### src/rtl/sfd_pkg.sv
// ----------------------------------------------------------------------------
// Stereo feedback delay package
// Shared types and constants: channel payloads, delay line word, sequencer
// states and the request/response format of the shared multiply unit.
// ----------------------------------------------------------------------------
`default_nettype none

package sfd_pkg;

	localparam int SAMPLE_W = 16;
	localparam int CFG_W    = 17;
	localparam int CFG_IDX_W = 3;
	localparam int OPA_W    = 17;
	localparam int OPB_W    = 17;
	localparam int PROD_W   = OPA_W + OPB_W + 1;
	localparam int STEP_W   = 4;

	localparam logic [CFG_W-1:0]  WET_FULL    = 17'h10000;
	localparam logic [STEP_W-1:0] MAC_ISSUES  = 4'd8;

	typedef struct packed {
		logic signed [SAMPLE_W-1:0] dry_left;
		logic signed [SAMPLE_W-1:0] dry_right;
	} sample_t;

	typedef struct packed {
		logic signed [SAMPLE_W-1:0] out_left;
		logic signed [SAMPLE_W-1:0] out_right;
	} result_t;

	typedef struct packed {
		logic signed [SAMPLE_W-1:0] left;
		logic signed [SAMPLE_W-1:0] right;
	} line_word_t;

	localparam int LINE_W = $bits(line_word_t);

	typedef enum logic [CFG_IDX_W-1:0] {
		REG_DELAY_WHOLE    = 3'd0,
		REG_DELAY_FRACTION = 3'd1,
		REG_FEEDBACK_GAIN  = 3'd2,
		REG_LOWPASS_COEFF  = 3'd3,
		REG_WET_MIX        = 3'd4,
		REG_PING_PONG      = 3'd5,
		REG_MONO_INPUT     = 3'd6
	} cfg_reg_t;

	typedef enum logic [2:0] {
		S_IDLE,
		S_ADDR,
		S_RD0,
		S_RD1,
		S_CAP,
		S_MAC,
		S_WR
	} state_t;

	typedef enum logic [2:0] {
		OP_TAP_L = 3'd0,
		OP_TAP_R = 3'd1,
		OP_LP_L  = 3'd2,
		OP_LP_R  = 3'd3,
		OP_OUT_L = 3'd4,
		OP_WR_L  = 3'd5,
		OP_WR_R  = 3'd6,
		OP_OUT_R = 3'd7
	} mac_op_t;

	typedef struct packed {
		logic                       valid;
		mac_op_t                    op;
		logic signed [OPA_W-1:0]    a;
		logic        [OPB_W-1:0]    b;
		logic signed [SAMPLE_W-1:0] base;
	} mac_req_t;

	typedef struct packed {
		logic                       valid;
		mac_op_t                    op;
		logic signed [SAMPLE_W-1:0] value;
	} mac_rsp_t;

endpackage

`default_nettype wire

### src/rtl/sfd_mac.sv
// ----------------------------------------------------------------------------
// Shared multiply, round and saturate unit
// Registers a signed by unsigned product, then adds the rounded Q16 result
// to a base value and saturates to 16 bits.
// ----------------------------------------------------------------------------
`default_nettype none

module sfd_mac (
	input  wire logic              clk,
	input  wire logic              arst_n,
	input  wire sfd_pkg::mac_req_t req,
	output sfd_pkg::mac_rsp_t      rsp
);

	import sfd_pkg::*;

	logic                       valid_s1;
	mac_op_t                    op_s1;
	logic signed [PROD_W-1:0]   prod_s1;
	logic signed [SAMPLE_W-1:0] base_s1;

	logic signed [PROD_W-1:0]   prod_rnd;
	logic signed [PROD_W-17:0]  prod_q16;
	logic signed [PROD_W-16:0]  acc;

	always_ff @(posedge clk or negedge arst_n) begin
		if (!arst_n) begin
			valid_s1 <= 1'b0;
		end else begin
			valid_s1 <= req.valid;
		end
	end

	always_ff @(posedge clk) begin
		if (req.valid) begin
			op_s1   <= req.op;
			prod_s1 <= req.a * $signed({1'b0, req.b});
			base_s1 <= req.base;
		end
	end

	always_comb begin
		prod_rnd = prod_s1 + 35'sd32768;
		prod_q16 = prod_rnd[PROD_W-1:16];
		acc      = {{4{base_s1[SAMPLE_W-1]}}, base_s1} + {prod_q16[PROD_W-17], prod_q16};
		rsp.valid = valid_s1;
		rsp.op    = op_s1;
		if (acc > 20'sd32767) begin
			rsp.value = 16'sh7FFF;
		end else if (acc < -20'sd32768) begin
			rsp.value = -16'sh8000;
		end else begin
			rsp.value = acc[SAMPLE_W-1:0];
		end
	end

endmodule

`default_nettype wire

### config.mk
export PLATFORM = sky130hd
export DESIGN_NAME = sfd_mac
export DESIGN_NICKNAME = d
export VERILOG_FILES = /design/src/rtl/sfd_pkg.sv /design/src/rtl/sfd_mac.sv
export SDC_FILE = /design/constraint.sdc
export NUM_CORES = 1
export LEC_CHECK = 0
export BUFFER_PORTS_ARGS = -buffer_cell sky130_fd_sc_hd__buf_4
export CAP_MARGIN = 0
export CORE_MARGIN = 1.5
export CORE_UTILIZATION = 58
export DETAILED_ROUTE_END_ITERATION = 10
export PLACE_DENSITY = 0.81
export SYNTH_ARGS = -nofsm -noshare
export SYNTH_HDL_FRONTEND = slang
export SYNTH_SLANG_ARGS = --single-unit
### constraint.sdc
create_clock -name clk -period 3.2 [get_ports clk]
set_input_delay 0 -clock clk [delete_from_list [all_inputs] [get_ports clk]]
set_output_delay 0 -clock clk [all_outputs]
set_load 0.02 [all_outputs]
==> Flow_metrics.wiki, run 1 <==
{| class="wikitable"
! Metric !! Value
|-
| TritonCTS clock tree || done
|-
| Final antenna-violating net count || 0
|-
| Area of all placed cells without fillers || 16000 um^2
|-
| Final setup fails || 36
|-
| Mapped Nets || around 1700
|-
| Die outline height || 147 um
|-
| Most Frequent Cell on Critical Path || sky130_fd_sc_hd__fa_1
|-
| Area of the die || approximately 22000 um^2
|-
| Yosys Warn Count || 0
|-
| Normalized max-slew margin || 0.647
|-
| Number of buffer and inverter instances along the worst setup path || 9
|-
| Worst path arrival time || 5220 ps
|-
| Largest area contributor in the netlist || sky130_fd_sc_hd__fa_1
|-
| Most common flop cell mapped by yosys || sky130_fd_sc_hd__edfxtp_1
|-
| Data required time at the worst endpoint || between 3000 and 4000 ps
|-
| Core Box Area || 20200 um^2
|-
| Aggregate global-route resource usage || 0.321
|-
| Via-to-Cell Ratio || 5.57
|-
| Initial cell density of the core || 0.593
|-
| Sink Count || 40
|-
| Post-Place Cell Area || 14300 um^2
|-
| Count of fill cells added during filler insertion || 1193
|-
| Post-CTS clock slew at the launch and capture registers of the worst setup and hold paths || 70 ps
|-
| Count of final max-slew check failures || 0
|-
| Top post-synthesis cells by area || sky130_fd_sc_hd__fa_1, sky130_fd_sc_hd__ha_1, sky130_fd_sc_hd__edfxtp_1, sky130_fd_sc_hd__inv_1, sky130_fd_sc_hd__and2_1
|-
| I/O pin cnt || between 70 and 80
|-
| Post-layout nets || around 2000
|-
| Setup TNS || -45720 ps
|-
| CTS H-tree depth || 2
|-
| Max-capacitance violation count || 0
|-
| Area share of the leading cell type in the synthesized netlist || 0.374
|-
| Wire per inst || 18.6 um
|-
| Die width || 147 um
|-
| Number of global-route vias before repair || 11400
|-
| Number of instances in the synthesized netlist || 1298
|-
| Number of hold violations in the final report || 0
|-
| Final worst path period share || 1.62
|-
| Max Fclk || a little under 200 MHz
|-
| Row count || 52
|-
| Half-perimeter wire length after detailed placement || 24800 um
|-
| Count of different cell masters after synthesis || 54
|-
| Count of TritonRoute iterations in the first routing pass || 5
|-
| #FFs+latches synth || 40
|-
| Setup CP Type || in2reg
|-
| Part of the Yosys area used for sequential elements || 0.0997
|-
| Share of flip-flops with an asynchronous set or reset || 0.0250
|-
| Cell area after technology mapping || 12000 um^2
|-
| Number of CTS-inserted buffers || 5
|-
| Pin count of the biggest net entering global routing || between 40 and 50
|-
| Area growth from synthesis to layout || 33.5%
|-
| Cell at the root of the clock tree || sky130_fd_sc_hd__clkbuf_16
|-
| CP Capture Type || flip-flop
|-
| Slowest stage cell, crit path || sky130_fd_sc_hd__fa_1
|-
| Startpoint Class || input port
|-
| Sum of routed wire length over all layers || 34800 um
|-
| Worst Max-Slew Pin Slew || 529 ps
|-
| Clock buffer depth || 2
|-
| Share of cells above drive strength 1 || 0.295
|-
| Family with the most delay on the worst path || adder cells
|-
| Avg Synthesized Cell Area || 9.24 um^2
|-
| Run status || finished with violations
|-
| Violated checks || negative setup slack
|-
| Unrepaired setup endpoints after global routing || true
|-
| Via count || 10400
|-
| Residual DRC count || 0
|-
| Number of antenna violations at the first check in global routing || 0
|-
| 1st-iter DRT viols || between 600 and 700
|-
| Number of synthesized flops with an enable pin || 39
|-
| Quantity of I/O buffers inserted on ports || 75
|-
| GPL Wtd Cong || 0.944
|-
| N_diodes || 0
|-
| Crit Path Max Fanout || 6
|-
| Class of the tightest hold or removal check || in2async
|-
| First-pass GRT wire length || 54600 um
|-
| Residual overflow from global routing || 0
|-
| Final Critical Period || 5180 ps
|-
| Delay of the slowest critical-path stage || ~520 ps
|-
| Setup slack after layout || -1980 ps
|}
-- what timing repair did --
item / in CTS / in global routing
hold buffers: 20 / 0
pin swaps: 104 / 65
endpoints found under the hold margin: 20 / 0
setup endpoints to repair: 36 / 36
gates cloned: 4 / 1
buffers inserted: 38 / 16
resized for setup: 167 / 42
-- cells by family (layout without fill, tap and decap cells) --
kind of cell    count (synthesis)  in the layout  synth area share
mux                             2              2           0.00167
buf+inv                       326            622             0.103
compound gates                116            116            0.0655
xor+xnor                       51             51            0.0372
flops                          40             40            0.0997
simple gates                  395            395             0.168
fa+ha+maj                     368            368             0.524
-- cell usage after synthesis (5+ instances only) --
master                     count
sky130_fd_sc_hd__inv_1       286
sky130_fd_sc_hd__fa_1        224
sky130_fd_sc_hd__nand2_1     152
sky130_fd_sc_hd__and2_1      148
sky130_fd_sc_hd__ha_1        144
sky130_fd_sc_hd__edfxtp_1     39
sky130_fd_sc_hd__nor2_1       36
sky130_fd_sc_hd__clkbuf_1     33
sky130_fd_sc_hd__a21oi_1      30
sky130_fd_sc_hd__xnor2_1      28
sky130_fd_sc_hd__xor2_1       23
sky130_fd_sc_hd__o21ai_0      20
sky130_fd_sc_hd__a21o_1       18
sky130_fd_sc_hd__nand2b_1     13
sky130_fd_sc_hd__nand3_1      10
sky130_fd_sc_hd__o21ai_2      10
sky130_fd_sc_hd__and3_1        7
sky130_fd_sc_hd__nor3_1        6
sky130_fd_sc_hd__o211ai_1      6
sky130_fd_sc_hd__nand4_1       5
sky130_fd_sc_hd__nor2b_1       5
sky130_fd_sc_hd__o21bai_1      5
-- flip-flops by register name, summed over array words and instances (netlist names) --
register	flops
prod_s1	20
base_s1	16
op_s1	3
valid_s1	1
-- worst max-delay path by stage --
stage                       start     endpoint  slack [ps]  depth (start not counted)
after floorplan           req[19]  prod_s1[30]       -1920                         22
after global placement    req[35]  prod_s1[32]       -2210                         20
after detailed placement  req[21]  prod_s1[32]       -2380                         21
after CTS                 req[21]  prod_s1[28]       -1770                         22
after global routing      req[21]  prod_s1[25]       -2090                         22
final                     req[21]  prod_s1[25]       -1980                         25
-- layout make-up --
| type | instances | area, um^2 | share of cell area |
|---|---|---|---|
| multi-input cells | 932 | 10300 | 0.643 |
| repair buffers | 327 | 2920 | 0.182 |
| flip-flops and latches | 40 | 1200 | 0.0747 |
| inverters | 287 | 1080 | 0.0676 |
| well taps | 270 | 338 | 0.0211 |
| clock buffers | 5 | 125 | 0.00781 |
| clock inverters | 3 | 46.3 | 0.00289 |
-- through the flow --
step | hold slack, ps | worst slack, ps | utilization | instances
after CTS | 21.0 | -1770 | 0.775 | 1848
after global placement | -225 | -2210 | 0.708 | 1779
final | 46.9 | -1980 | 0.791 | 1864
after floorplan | -296 | -1920 | - | 1298
after global routing | 55.5 | -2090 | 0.791 | 1864
after detailed placement | -224 | -2380 | 0.708 | 1779
-- metal layers --
layer	wire (um)	GRT usage
met3	2270	0.0441
met5	0	0
met4	1720	0.134
met1	12800	0.383
met2	18000	0.581
-- placed cells by master, fill, tap and decap left out, types with 7 or more instances in the layout --
master                          netlist  final
sky130_fd_sc_hd__ha_1               144    129
sky130_fd_sc_hd__dlygate4sd3_1        0     20
sky130_fd_sc_hd__nand2_2              0     11
sky130_fd_sc_hd__xnor2_1             28     24
sky130_fd_sc_hd__o21ai_2             10      8
sky130_fd_sc_hd__xor2_1              23     21
sky130_fd_sc_hd__buf_4                1    237
sky130_fd_sc_hd__a21o_1              18     18
sky130_fd_sc_hd__buf_12               0     10
sky130_fd_sc_hd__and2_1             148    129
sky130_fd_sc_hd__edfxtp_1            39     39
sky130_fd_sc_hd__o21ai_4              0     14
sky130_fd_sc_hd__buf_6                1     49
sky130_fd_sc_hd__a21oi_1             30     17
sky130_fd_sc_hd__nand2b_1            13     12
sky130_fd_sc_hd__nand2_1            152    140
sky130_fd_sc_hd__nor2_2               0      7
sky130_fd_sc_hd__fa_2                 0     12
sky130_fd_sc_hd__a21oi_2              0     12
sky130_fd_sc_hd__buf_8                0      7
sky130_fd_sc_hd__nand3_1             10      8
sky130_fd_sc_hd__ha_4                 0     11
sky130_fd_sc_hd__nor2_1              36     23
sky130_fd_sc_hd__inv_1              286    271
sky130_fd_sc_hd__inv_2                0     15
sky130_fd_sc_hd__fa_1               224    212
sky130_fd_sc_hd__and2_4               0     19
Power of run 1 is not shown: default switching activity piles up to over one toggle a cycle in this logic, so the estimate is an artifact.
==> run 2: changes to the inputs <==
- BUFFER_PORTS_ARGS: -buffer_cell sky130_fd_sc_hd__buf_4 -> -buffer_cell sky130_fd_sc_hd__buf_2
==> Flow_metrics.wiki, run 2 (synthesis results as in run 1) <==
{| class="wikitable"
! Metric !! Value
|-
| Delay of the slowest critical-path stage || 580 ps (+60 ps)
|-
| Number of CTS-inserted buffers || 5 (unchanged)
|-
| Residual overflow from global routing || 0 (unchanged)
|-
| Unrepaired setup endpoints after global routing || true
|-
| Count of fill cells added during filler insertion || 1152 (-3.4%)
|-
| Number of buffer and inverter instances along the worst setup path || 4 (-5)
|-
| Family with the most delay on the worst path || adder cells
|-
| Area growth from synthesis to layout || 30.9%
|-
| Sum of routed wire length over all layers || 32600 um (-6.3%)
|-
| Sink Count || 40 (unchanged)
|-
| Pin count of the biggest net entering global routing || 41 (unchanged)
|-
| CTS H-tree depth || 2 (unchanged)
|-
| 1st-iter DRT viols || 657 (-2.5%)
|-
| Cell at the root of the clock tree || sky130_fd_sc_hd__clkbuf_16
|-
| Setup slack after layout || -1940 ps (+41.1 ps)
|-
| Total instance count after detailed placement || 1775 (-0.22%)
|-
| Violated checks || negative setup slack
|-
| Class of the tightest hold or removal check || in2async
|-
| Area of the die || 21500 um^2 (unchanged)
|-
| I/O pin cnt || 76 (unchanged)
|-
| Core Box Area || 20200 um^2 (unchanged)
|-
| Via count || 10200 (-2.1%)
|-
| Final antenna-violating net count || 0 (unchanged)
|-
| Half-perimeter wire length after detailed placement || 23600 um (-4.8%)
|-
| Residual DRC count || 0 (unchanged)
|-
| Run status || finished with violations
|-
| Quantity of I/O buffers inserted on ports || 75 (unchanged)
|-
| Crit Path Max Fanout || 8 (+2)
|-
| Aggregate global-route resource usage || 0.292 (-0.0288)
|-
| Final Non-Filler Cells || 1843 (-1.1%)
|-
| Initial cell density of the core || 0.593 (unchanged)
|-
| Most common cell after layout, fill and taps aside || sky130_fd_sc_hd__inv_1
|-
| First-pass GRT wire length || 50600 um (-7.4%)
|-
| Share of cells above drive strength 1 || 0.294 (-0.000514)
|-
| Most Frequent Cell on Critical Path || sky130_fd_sc_hd__fa_1
|-
| Top Registers || prod_s1 (20), base_s1 (16), op_s1 (3)
|-
| Worst Max-Slew Pin Slew || 917 ps (+389 ps)
|-
| CP Capture Type || flip-flop
|-
| Commonest non-fill, non-tap cells in the layout || sky130_fd_sc_hd__inv_1, sky130_fd_sc_hd__fa_1, sky130_fd_sc_hd__buf_4
|-
| Max Fclk || 194 MHz (+0.80%)
|-
| Row count || 52 (unchanged)
|-
| Normalized max-slew margin || 0.388 (-0.259)
|-
| Wire per inst || 17.7 um (-5.2%)
|-
| Data required time at the worst endpoint || 3240 ps (about the same)
|-
| Number of antenna violations at the first check in global routing || 0 (unchanged)
|-
| Count of final max-slew check failures || 0 (unchanged)
|-
| Via-to-Cell Ratio || 5.52 (-0.96%)
|-
| Final Critical Period || 5140 ps (-41.1 ps)
|-
| GPL Wtd Cong || 0.897 (-5.0%)
|-
| Count of TritonRoute iterations in the first routing pass || 5 (unchanged)
|-
| Largest register by flop count || prod_s1
|-
| Core occupancy in the finished layout || 0.776 (-0.0154)
|-
| Final worst path period share || 1.61 (-0.0128)
|-
| Final setup fails || 36 (unchanged)
|-
| Setup CP Type || in2reg
|-
| Post-CTS clock slew at the launch and capture registers of the worst setup and hold paths || 70 ps (about the same)
|-
| Startpoint Class || input port
|-
| Slowest stage cell, crit path || sky130_fd_sc_hd__fa_1
|-
| Setup TNS || -48090 ps (-2370 ps)
|-
| Worst path arrival time || 5180 ps (-40 ps)
|-
| Number of hold violations in the final report || 0 (unchanged)
|-
| N_diodes || 0 (unchanged)
|-
| Max-capacitance violation count || 0 (unchanged)
|-
| Die width || 147 um (unchanged)
|-
| Largest register FFs || 20 (unchanged)
|-
| Post-layout nets || 1996 (-1.0%)
|-
| Cell-by-cell trace of the critical path || buf_4 -> buf_4 -> and2_1 -> fa_1 -> inv_1 -> fa_1 -> fa_1 -> fa_1 -> fa_1 -> fa_1 -> inv_2 -> ha_4 -> and4_1 -> and2_4 -> o211ai_1 -> o211a_4 -> o31ai_4 -> a21oi_2 -> xnor2_1
|-
| Number of global-route vias before repair || 11000 (-3.4%)
|-
| Clock buffer depth || 2 (unchanged)
|-
| Die outline height || 147 um (unchanged)
|-
| Post-Route Hold Slack || 22.1 ps (-24.8 ps)
|-
| TritonCTS clock tree || done
|}
==> run 2: repair_timing <==
item,in CTS,in global routing
setup buffers,28,18
setup endpoints to repair,36,36
pin swaps,89,89
resized for setup,180,80
endpoints found under the hold margin,20,0
hold buffers,20,0
gates cloned,1,0
==> run 2: how the worst max path moves through the flow <==
stage | cells after the start | startpoint | endpoint | slack, ps
after floorplan | 22 | req[19] | prod_s1[30] | -1920
after global placement | 20 | req[35] | prod_s1[32] | -2290
after detailed placement | 20 | req[35] | prod_s1[32] | -2450
after CTS | 22 | req[24] | prod_s1[30] | -1790
after global routing | 21 | req[24] | prod_s1[28] | -2030
final | 19 | req[41] | prod_s1[28] | -1940
==> run 2: area by class of cell <==
cell class / count / area [um^2] / share of cell area
multi-input combinational: 932 / 10300 / 0.657
inverter: 287 / 1080 / 0.0687
tap: 270 / 338 / 0.0215
clock inverter: 3 / 46.3 / 0.00295
sequential: 40 / 1200 / 0.0762
timing repair buffer: 306 / 2600 / 0.166
clock buffer: 5 / 125 / 0.00797
==> run 2: through the flow <==
stage	instance area [um^2]	setup slack, ps
after floorplan	12400	-1920
after global placement	14100	-2290
after detailed placement	14100	-2450
after CTS	15300	-1790
after global routing	15700	-2030
final	15700	-1940
==> run 2: metal layers <==
| metal | GRT usage | share of wire | wire length [um] | up-vias |
|---|---|---|---|---|
| li1 | - | - | - | 4537 |
| met1 | 0.349 | 0.37 | 11900 | 5015 |
| met2 | 0.544 | 0.53 | 17200 | 482 |
| met3 | 0.0307 | 0.065 | 2100 | 132 |
| met4 | 0.105 | 0.043 | 1390 | 0 |
| met5 | 0 | 0 | 0 | - |
Power of run 2 is left out for the same reason.
